===== config.mk =====
export PLATFORM = sky130hd
export DESIGN_NAME = ffra_ram
export DESIGN_NICKNAME = d
export VERILOG_FILES = /design/src/hdl/ffra_ram.sv
export SDC_FILE = /design/constraint.sdc
export NUM_CORES = 1
export LEC_CHECK = 0
export BUFFER_PORTS_ARGS = -buffer_cell sky130_fd_sc_hd__buf_2
export CORE_UTILIZATION = 50
export CTS_CLUSTER_DIAMETER = 80
export CTS_CLUSTER_SIZE = 28
export DETAILED_ROUTE_END_ITERATION = 10
export PLACE_DENSITY_LB_ADDON = 0.15
export SYNTH_ARGS = -nofsm -noshare
export SYNTH_HDL_FRONTEND = slang
export SYNTH_SLANG_ARGS = --single-unit

===== constraint.sdc =====
create_clock -name clock -period 1.7 [get_ports clock]
set_input_delay 0.255 -clock clock [delete_from_list [all_inputs] [get_ports clock]]
set_output_delay 0.255 -clock clock [all_outputs]
set_load 0.005 [all_outputs]

===== src/hdl/ffra_ram.sv =====
// ----------------------------------------------------------------------------
// ffra_ram
// generic single-write, single-read synchronous ram with registered read
// ----------------------------------------------------------------------------
module ffra_ram #(
   parameter int WIDTH = 8,
   parameter int DEPTH = 2,
   localparam int AW   = (DEPTH > 1) ? $clog2(DEPTH) : 1
) (
   input  logic             clock,
   input  logic             we,
   input  logic [AW-1:0]    waddr,
   input  logic [WIDTH-1:0] wdata,
   input  logic [AW-1:0]    raddr,
   output logic [WIDTH-1:0] rdata
);

   logic [WIDTH-1:0] mem [DEPTH];
   logic [WIDTH-1:0] rdata_ff;

   always_ff @(posedge clock) begin
      if (we) begin
         mem[waddr] <= wdata;
      end
      rdata_ff <= mem[raddr];
   end

   assign rdata = rdata_ff;

endmodule


==> results by group <==
Status
  – Status: finished, final reports clean

Synth
  – Post-synth EDFFs: 16
  – Mux contribution to synthesized area: 15.3%
  – Ys flop type: edfxtp_1
  – Compound-Gate Fraction of Synth Area: 0%
  – Fraction of registers with async set/reset: 0%
  – Fraction of the mapped netlist area in simple logic gates: 1.59%
  – Post-synth top cells: edfxtp_1 (16), dfxtp_1 (8), mux2_4 (8)
  – Combinational family with the most area after synthesis: multiplexers
  – Most common cell in the netlist: edfxtp_1
  – Post-synthesis cell type count: 6
  – Register area share after synthesis: 81.7%
  – Syn avg cell area: 22.4 µm²
  – Post-Synthesis Cells: 35
  – Post-synthesis adder-cell area fraction: 0%
  – Post-synth top area cell: edfxtp_1
  – Area contributors post-synth: edfxtp_1 (61%), dfxtp_1 (20%), mux2_4 (15%), buf_6 (1.4%), and2_1 (0.80%)
  – Ys Warns: 0
  – Cell Area, Synth: 785 µm²
  – Top cell type's share of synthesized area: 61.2%
  – Number of synthesized register bits: 24
  – Synth Net Count: 47
  – Post-Synth XOR/XNOR Area: 0%

Setup path
  – WS Path Type: register to output pin
  – R2R depth: 1
  – R2r setup slk: 0.94 ns
  – Crit path DAT: 0.73 ns
  – Reg2reg end: rdata[4]
  – Worst Path Buf+Inv: 1
  – Slowest CP cell: dfxtp_1
  – CP endpoint kind: output pin
  – Critical path origin: rdata[0]
  – CP Data Required Time: 1.44 ns
  – Max incr delay on CP: 0.31 ns
  – Cell family with the largest share of critical-path delay: flip-flops
  – WP depth: 1
  – Worst-path fanout max: 1
  – Critical-path cell list: buf_2
  – Reg-to-reg critical path startpoint: mem[0][4]
  – CP startpoint kind: register
  – Worst setup path end: rdata[0]

Route
  – Vias per cell: 4.78
  – Drt total wl: 946 µm
  – Drt first-iter violations: 3
  – Top sig layer: met4
  – Routed length on met1: 415 µm
  – Antenna-violating nets left: 0
  – Met3 Routed Length: 65 µm
  – Met2 wire len: 433 µm
  – First-pass iteration count of the detailed router: 2
  – Vias: 354
  – DRC: 0
  – Routed WL per cell: 12.8 µm

Floorplan
  – FP Rows: 13
  – Top Ports: 20
  – Die area: 1730 µm²
  – Die width: 41.6 µm
  – Starting Density: 56.7%
  – Die Ht: 41.6 µm
  – Core area: 1380 µm²

Finish
  – Core Util, Final: 67.1%
  – Layout Nets: 72
  – Ratio of cells with drive above 1 in the final layout: 54.2%
  – Layout area overhead: 18.3%
  – N_diodes: 0

Pwr
  – Clk pwr share: 24.0%
  – Peak supply drop: 0.669 mV
  – Sequential share of power: 68.0%
  – P_int: 0.000809 W
  – PD cells: 1070 nW/µm²
  – Psw: 0.000187 W
  – Switch share: 18.8%
  – Pleak: 0.388 nW
  – Combinational power share: 8.0%

Timing
  – Skew final: 0.00352 ns
  – Hold Vio Cnt, Final: 0
  – Setup TNS: 0 ns
  – Worst Max-Slew Pin Slew: 0.354 ns
  – Final min period: 0.988 ns
  – FMAX: 1010 MHz
  – Period utilization: 58.1%
  – Pins Over Slew Limit: 0
  – Worst hold margin: 0.132 ns
  – Finish-stage setup viols: 0
  – RSZ-0062 raised after global routing: false
  – Slew HR: 76.4%

Global routing
  – Global-route wire length before repair: 1.47 mm
  – Number of global-route vias before repair: 317
  – Largest net degree at the start of global routing: 14
  – Antenna violations before repair: 0
  – Global route overflow: 0
  – Total GRT Usage: 12.4%

Clocking
  – CTS-repair resized insts: 0
  – Post-CTS setup buffers: 0
  – Longest Clk Path Bufs: 2
  – CTS root buf: clkbuf_4
  – Clock net sink count: 24
  – CTS Hold Bufs: 0
  – H-tree depth: 1
  – CTS clk-pin slew, worst paths: 0.11 ns
  – Total CTS buffers: 3
  – Clock Latency Late Sink: 0.30 ns
  – CTS tree: built

Min path
  – HP Class: input port to register

Placement
  – GPL Wtd Cong: 0.681
  – Port bufs: 19
  – Dpl hpwl: 716 µm

Flow run
  – Max-cap check violation count: 0
[area by class of cell]
type,count,area [µm²]
Tap cell,15,18.8
Timing Repair Buffer,21,110
Multi-Input combinational cell,10,133
Clock buffer,4,26.3
Sequential cell,24,641
Fill cell,93,454
[cell usage in the layout, fill, tap and decap left out]
master / count
and2_1: 1
buf_2: 19
buf_4: 2
clkbuf_1: 1
clkbuf_4: 3
dfxtp_1: 8
edfxtp_1: 16
mux2_4: 8
nor2b_1: 1
[worst min path at each step]
stage,startpoint,to,depth (start not counted)
floorplan,wdata[0],mem[0][0],0
global placement,wdata[2],mem[0][2],1
detailed placement,wdata[3],mem[0][3],1
CTS,wdata[0],mem[1][0],1
global route,wdata[0],mem[1][0],1
finish,wdata[0],mem[1][0],1
[registers in the layout, indices dropped and copies added, names as in the netlist]
register and cells:
mem 16, rdata 8
[routing by layer]
layer  global-route usage, %  up-vias
met5                       0        -
met4                    9.68        0
met3                    4.35        5
met2                    16.3       16
met1                    16.6      157
li1                        -      176
[cell families (layout without fill, tap and decap cells)]
group	count (synthesis)	in the layout
and+or+nand+nor	2	2
DFF	24	24
muxes	8	8
buffers and inverters	1	25
[power groups by stage]
stage / combinational, W / sequential (W) / clock (W)
floorplan: 0.0000402 / 0.000693 / 0
global placement: 0.0000776 / 0.000691 / 0
detailed placement: 0.0000808 / 0.000692 / 0
CTS: 0.0000809 / 0.000678 / 0.000248
global route: 0.0000856 / 0.000682 / 0.000271
finish: 0.0000792 / 0.000678 / 0.000239
[metrics by stage]
step	cell area (µm²)	setup slack, ns	instances	power, W
floorplan	785	0.652	35	0.000733
global placement	902	0.717	70	0.000769
global route	928	0.661	74	0.00104
CTS	928	0.692	74	0.00101
detailed placement	902	0.683	70	0.000773
finish	928	0.712	74	0.000996
(Power assumes the default switching activity.)
