`config.mk`:
```
export PLATFORM = sky130hd
export DESIGN_NAME = ffra_out_reg_flat
export DESIGN_NICKNAME = d
export VERILOG_FILES = /design/src/hdl/ffra_pkg.sv /design/src/hdl/ffra_rsp_if.sv /design/src/hdl/ffra_out_reg.sv /design/src/flat_wrapper.sv
export SDC_FILE = /design/constraint.sdc
export NUM_CORES = 1
export LEC_CHECK = 0
export BUFFER_PORTS_ARGS = -buffer_cell sky130_fd_sc_hd__buf_2
export CORE_MARGIN = 2
export CORE_UTILIZATION = 40
export CTS_CLUSTER_DIAMETER = 50
export CTS_CLUSTER_SIZE = 40
export DETAILED_ROUTE_END_ITERATION = 8
export PLACE_DENSITY = 0.78
export SLEW_MARGIN = 10
export SYNTH_ARGS = -nofsm -noshare
export SYNTH_HDL_FRONTEND = slang
export SYNTH_SLANG_ARGS = --single-unit
```
`constraint.sdc`:
```
create_clock -name clock -period 1 [get_ports clock]
set_clock_uncertainty 0.2 [all_clocks]
set_input_delay 0.25 -clock clock [delete_from_list [all_inputs] [get_ports clock]]
set_output_delay 0.25 -clock clock [all_outputs]
set_load 0.005 [all_outputs]
```
`src/hdl/ffra_pkg.sv`:
```
// ----------------------------------------------------------------------------
// ffra_pkg
// widths, codes and shared types of the first-fit region allocator
// ----------------------------------------------------------------------------
package ffra_pkg;

   localparam int MAX_REGIONS_DEF = 64;

   localparam int ADDR_W     = 64;
   localparam int START_W    = 64;
   localparam int PAGES_W    = 36;
   localparam int BYTES_W    = 32;
   localparam int TYPE_W     = 4;
   localparam int UNITS_W    = 48;
   localparam int STATUS_W   = 3;
   localparam int UNIT_SHIFT = 4;   // 16-byte units
   localparam int PAGE_SHIFT = 8;   // 256 units per 4 KiB page
   localparam int NEED_W     = BYTES_W - UNIT_SHIFT + 1;

   localparam logic [ADDR_W-1:0] UNIT_BYTES = ADDR_W'(16);

   localparam logic CMD_ADD   = 1'b0;
   localparam logic CMD_ALLOC = 1'b1;

   localparam logic [TYPE_W-1:0] MT_BOOT_CODE    = TYPE_W'(3);
   localparam logic [TYPE_W-1:0] MT_BOOT_DATA    = TYPE_W'(4);
   localparam logic [TYPE_W-1:0] MT_CONVENTIONAL = TYPE_W'(7);

   typedef enum logic [STATUS_W-1:0] {
      STAT_ADDED     = 3'd0,
      STAT_IGNORED   = 3'd1,
      STAT_ALLOCATED = 3'd2,
      STAT_NOMEM     = 3'd3,
      STAT_FULL      = 3'd4
   } status_type;

   typedef enum logic [2:0] {
      S_IDLE,
      S_ADD,
      S_SCAN,
      S_HIT,
      S_RESP
   } state_type;

   typedef struct packed {
      logic                 valid;
      logic [UNITS_W-1:0]   units;
      logic [START_W-1:0]   start;
   } entry_type;

   typedef struct packed {
      logic [ADDR_W-1:0] address;
      status_type        status;
   } result_type;

   typedef struct packed {
      logic       push;
      result_type res;
   } rsp_push_type;

   function automatic logic usable_type(input logic [TYPE_W-1:0] t);
      return (t == MT_BOOT_CODE) || (t == MT_BOOT_DATA) || (t == MT_CONVENTIONAL);
   endfunction

endpackage

```
`src/hdl/ffra_rsp_if.sv`:
```
// ----------------------------------------------------------------------------
// ffra_rsp_if
// response channel: allocated address and status
// ----------------------------------------------------------------------------
interface ffra_rsp_if import ffra_pkg::*; ();

   logic                valid;
   logic                ready;
   logic [ADDR_W-1:0]   address;
   logic [STATUS_W-1:0] status;

   modport source (
      output valid, address, status,
      input  ready
   );

   modport sink (
      input  valid, address, status,
      output ready
   );

endinterface

```
`src/hdl/ffra_out_reg.sv`:
```
// ----------------------------------------------------------------------------
// ffra_out_reg
// response holding register, decouples the engine from the response channel
// ----------------------------------------------------------------------------
module ffra_out_reg import ffra_pkg::*; (
   input  logic         clock,
   input  logic         reset,
   input  rsp_push_type push,
   output logic         space,
   ffra_rsp_if.source   rsp_chan
);

   logic       valid_ff, valid_in;
   result_type data_ff, data_in;

   assign space = !valid_ff || rsp_chan.ready;

   always_comb begin
      valid_in = valid_ff;
      data_in  = data_ff;
      if (push.push) begin
         valid_in = 1'b1;
         data_in  = push.res;
      end else if (rsp_chan.ready) begin
         valid_in = 1'b0;
      end
   end

   always_ff @(posedge clock) begin
      if (reset) begin
         valid_ff <= 1'b0;
      end else begin
         valid_ff <= valid_in;
      end
      data_ff <= data_in;
   end

   assign rsp_chan.valid   = valid_ff;
   assign rsp_chan.address = data_ff.address;
   assign rsp_chan.status  = data_ff.status;

endmodule

```
`src/flat_wrapper.sv`:
```
// flat-port wrapper written by rule: the top's interface ports become plain ports
module ffra_out_reg_flat import ffra_pkg::*;
  (clock, reset, push, space, rsp_chan_valid, rsp_chan_address, rsp_chan_status, rsp_chan_ready);
  ffra_rsp_if rsp_chan_i ();
  input  logic clock;
  input  logic reset;
  input  rsp_push_type push;
  output logic space;
  output wire logic [$bits(rsp_chan_i.valid)-1:0] rsp_chan_valid;
  output wire logic [$bits(rsp_chan_i.address)-1:0] rsp_chan_address;
  output wire logic [$bits(rsp_chan_i.status)-1:0] rsp_chan_status;
  input wire logic [$bits(rsp_chan_i.ready)-1:0] rsp_chan_ready;
  assign rsp_chan_valid = rsp_chan_i.valid;
  assign rsp_chan_address = rsp_chan_i.address;
  assign rsp_chan_status = rsp_chan_i.status;
  assign rsp_chan_i.ready = rsp_chan_ready;
  ffra_out_reg u_core (.clock(clock), .reset(reset), .push(push), .space(space), .rsp_chan(rsp_chan_i));
endmodule
```
==> impl_metrics.py <==
metrics = {
    "floorplanning": {
        "initial_core_util_pct": 40.8,
        "core_um2": 5040,
        "die_x_um": 75.7,
        "io_pins": 140,
        "dieArea_um2": 5740,
        "fp.dieH_um": 75.7,
        "std_cell_rows": 26,
    },
    "power": {
        "seqPwrFrac_pct": 52.8,
        "p_clk_share_pct": 37.0,
        "vdd.ir_drop.worst_mv": 2.02,
        "power_density_nw_per_um2": 1770,
        "p_leak_nw": 1.67,
        "switching_share_pct": 20.6,
        "internal_power_mw": 5.18,
        "p_total_mw": 6.52,
        "p_sw_mw": 1.34,
        "p_comb_share_pct": 10.1,
    },
    "min_path": {
        "hp-start": "push[52]",
        "worstHoldPathCells": 1,
        "hold_path.class": "input port to register",
    },
    "cells_and_area": {
        "instances_no_fill": 337,
        "final_nets": 333,
        "fillerInstances": 300,
        "num_antenna_cells": 0,
        "final_cell_mix": "buf_2 (108), edfxtp_1 (67), dlygate4sd3_1 (51)",
        "post_route_cells_drive_above_1_share_pct": 48.7,
        "final_common_cell": "buf_2",
        "areaGrowthSynthToFinish_pct": 78.9,
    },
    "critical_path": {
        "cp_top_family": "flip-flops",
        "path_buf_inv": 1,
        "r2r_start": "u_core.rsp_chan.valid",
        "worstSetupEndpointType": "output port",
        "arrival_ps": 890,
        "ff2ff_path_depth": 3,
        "cp.required_ps": 550,
        "cp.depth": 1,
        "slowest_stage": "edfxtp_1",
        "critPathKind": "register to output port",
        "regToRegSetupSlack_ps": 70,
        "worstSetupEndpoint": "rsp_chan_address[0]",
        "slowest_delay_ps": 400,
        "path_max_fanout": 1,
        "path_cells": "buf_2",
        "reg2reg_to": "u_core.rsp_chan.valid",
        "crit_start": "u_core.rsp_chan.address[0]",
        "cp-start-kind": "register",
    },
    "synthesis": {
        "ys_seq_area_share_pct": 98.7,
        "synth_fp_nets": 142,
        "synthAdderAreaFrac_pct": 0,
        "yosys-top-cells-area": "edfxtp_1 (98%), dfxtp_1 (0.97%), nand2b_4 (0.67%)",
        "synth.area.mux_share_pct": 0,
        "yosysWarnings": 0,
        "synth_top_family_by_area": "simple AND/OR/NAND/NOR gates",
        "synthXorXnorAreaFrac_pct": 0,
        "ys_types": 5,
        "synth_top_area_cell": "edfxtp_1",
        "syn_area_per_cell_um2": 29.0,
        "synth_top_area_share_pct": 97.8,
        "synthSimpleGateAreaFrac_pct": 0.669,
        "synth_compound_area_share_pct": 0.426,
        "synth-seq-cells": 68,
        "syn-cell-area_um2": 2060,
        "syn-instance-count": 71,
    },
    "placement": {
        "gp_congestion": 0.697,
        "io_buffers": 139,
        "placedCellCount": 283,
    },
    "global_routing": {
        "grtUsageTotal_pct": 22.6,
        "grt_max_degree": 37,
        "antenna_found_initial": 0,
        "grt_pass1_wl_um": 8610,
        "grt_pass1_vias": 1740,
        "grt_remaining_overflow": 0,
    },
    "cts": {
        "cts_inserted_buffers": 9,
        "cts.path.max_buffers": 2,
        "post_cts_buffers": 0,
        "clkTransAtPathRegs_ps": 70,
        "cts-root-buf": "clkbuf_8",
        "clock_latency_ps": 330,
        "clock-sinks": 68,
        "ctsHtreeMaxLevel": 3,
        "cts_tree": "yes",
    },
    "run": {
        "drv_cap": 0,
    },
    "sta": {
        "max_freq_mhz": 744,
        "finalCritPeriodShare_pct": 134,
        "setup_viol": 81,
        "hold_slack_ps": -86.3,
        "worst_slew_pin_slew_ps": 191,
        "drv_slew": 0,
        "rsz0062_at_grt": "true",
        "slew_headroom_pct": 87.3,
        "min_period_ps": 1340,
        "fin_ws_ps": -344,
        "final-hold-violation-count": 1,
    },
    "routing": {
        "vias": 1450,
        "drtIter0Drc": 74,
        "firstDrtPassIters": 4,
        "drt_wl_total_um": 5930,
        "wl_per_cell_um": 17.6,
        "via_per_inst": 4.30,
        "drc": 0,
        "ant_nets": 0,
    },
    "run_status": {
        "violations": "negative hold slack, negative setup slack",
        "status": "complete, but fails checks",
    },
}
[per-stage QoR]
step / utilization [%] / setup TNS (ps) / cell area (µm²) / setup slack, ps
3_5_place_dp: 57.3 / -9140 / 2890 / -143
2_1_floorplan: - / 0 / 2060 / 120
4_1_cts: 74.8 / -20630 / 3770 / -330
6_report: 73.0 / -20170 / 3680 / -344
3_3_place_gp: 57.3 / -7790 / 2890 / -124
5_1_grt: 73.0 / -22780 / 3680 / -387
[kinds of logic (layout without fill, tap and decap cells)]
group	count (synthesis)	in the layout
buffers and inverters	1	197
DFF	68	68
AOI/OAI and AO/OA	1	1
and+or+nand+nor	1	1
[how the worst min path moves through the flow]
| stage | end | slack (ps) |
|---|---|---|
| after floorplan | u_core.rsp_chan.valid | 110 |
| after global routing | u_core.rsp_chan.address[49] | -100 |
| after CTS | u_core.rsp_chan.address[49] | -110 |
| after global placement | u_core.rsp_chan.valid | 210 |
| final | u_core.rsp_chan.address[49] | -90 |
| after detailed placement | u_core.rsp_chan.valid | 220 |
[state kept, by name (all words and copies together), names as in the netlist]
register / count
u_core.rsp_chan.address: 64
u_core.rsp_chan.status: 3
u_core.rsp_chan.valid: 1
[power groups by stage]
| stage | registers [mW] | logic, mW | clock network (mW) |
|---|---|---|---|
| final | 3.45 | 0.660 | 2.41 |
| after global routing | 3.47 | 0.722 | 2.57 |
| after CTS | 3.43 | 0.676 | 2.43 |
| after detailed placement | 3.49 | 0.473 | 0 |
| after global placement | 3.48 | 0.461 | 0 |
| after floorplan | 3.53 | 0.00749 | 0 |
[timing repair]
action                                  4_1_cts  5_1_grt
hold endpoints to repair                     68        2
gates resized for setup                       2       17
endpoints found under the setup margin       69      114
hold buffers                                 66        1
[cell usage after synthesis]
cell      number
a21oi_2        1
inv_1          1
edfxtp_1      67
nand2b_4       1
dfxtp_1        1
[routing by layer]
layer	vias to the layer above	global-route usage (%)	routed length, µm
met2	103	40.3	3250
li1	671	-	-
met3	12	9.92	517
met1	664	21.7	2000
met5	-	0	0
met4	0	12.1	148
[cell type report]
class,count,area [µm²],area share [%]
Sequential cell,68,2030,55.2
Inverter,1,3.75,0.102
Clock buffer,9,124,3.36
Tap cell,70,87.6,2.38
Multi-Input combinational cell,2,22.5,0.612
Clock inverter,7,90.1,2.45
Timing Repair Buffer,180,1320,35.9
(Power assumes the default switching activity.)
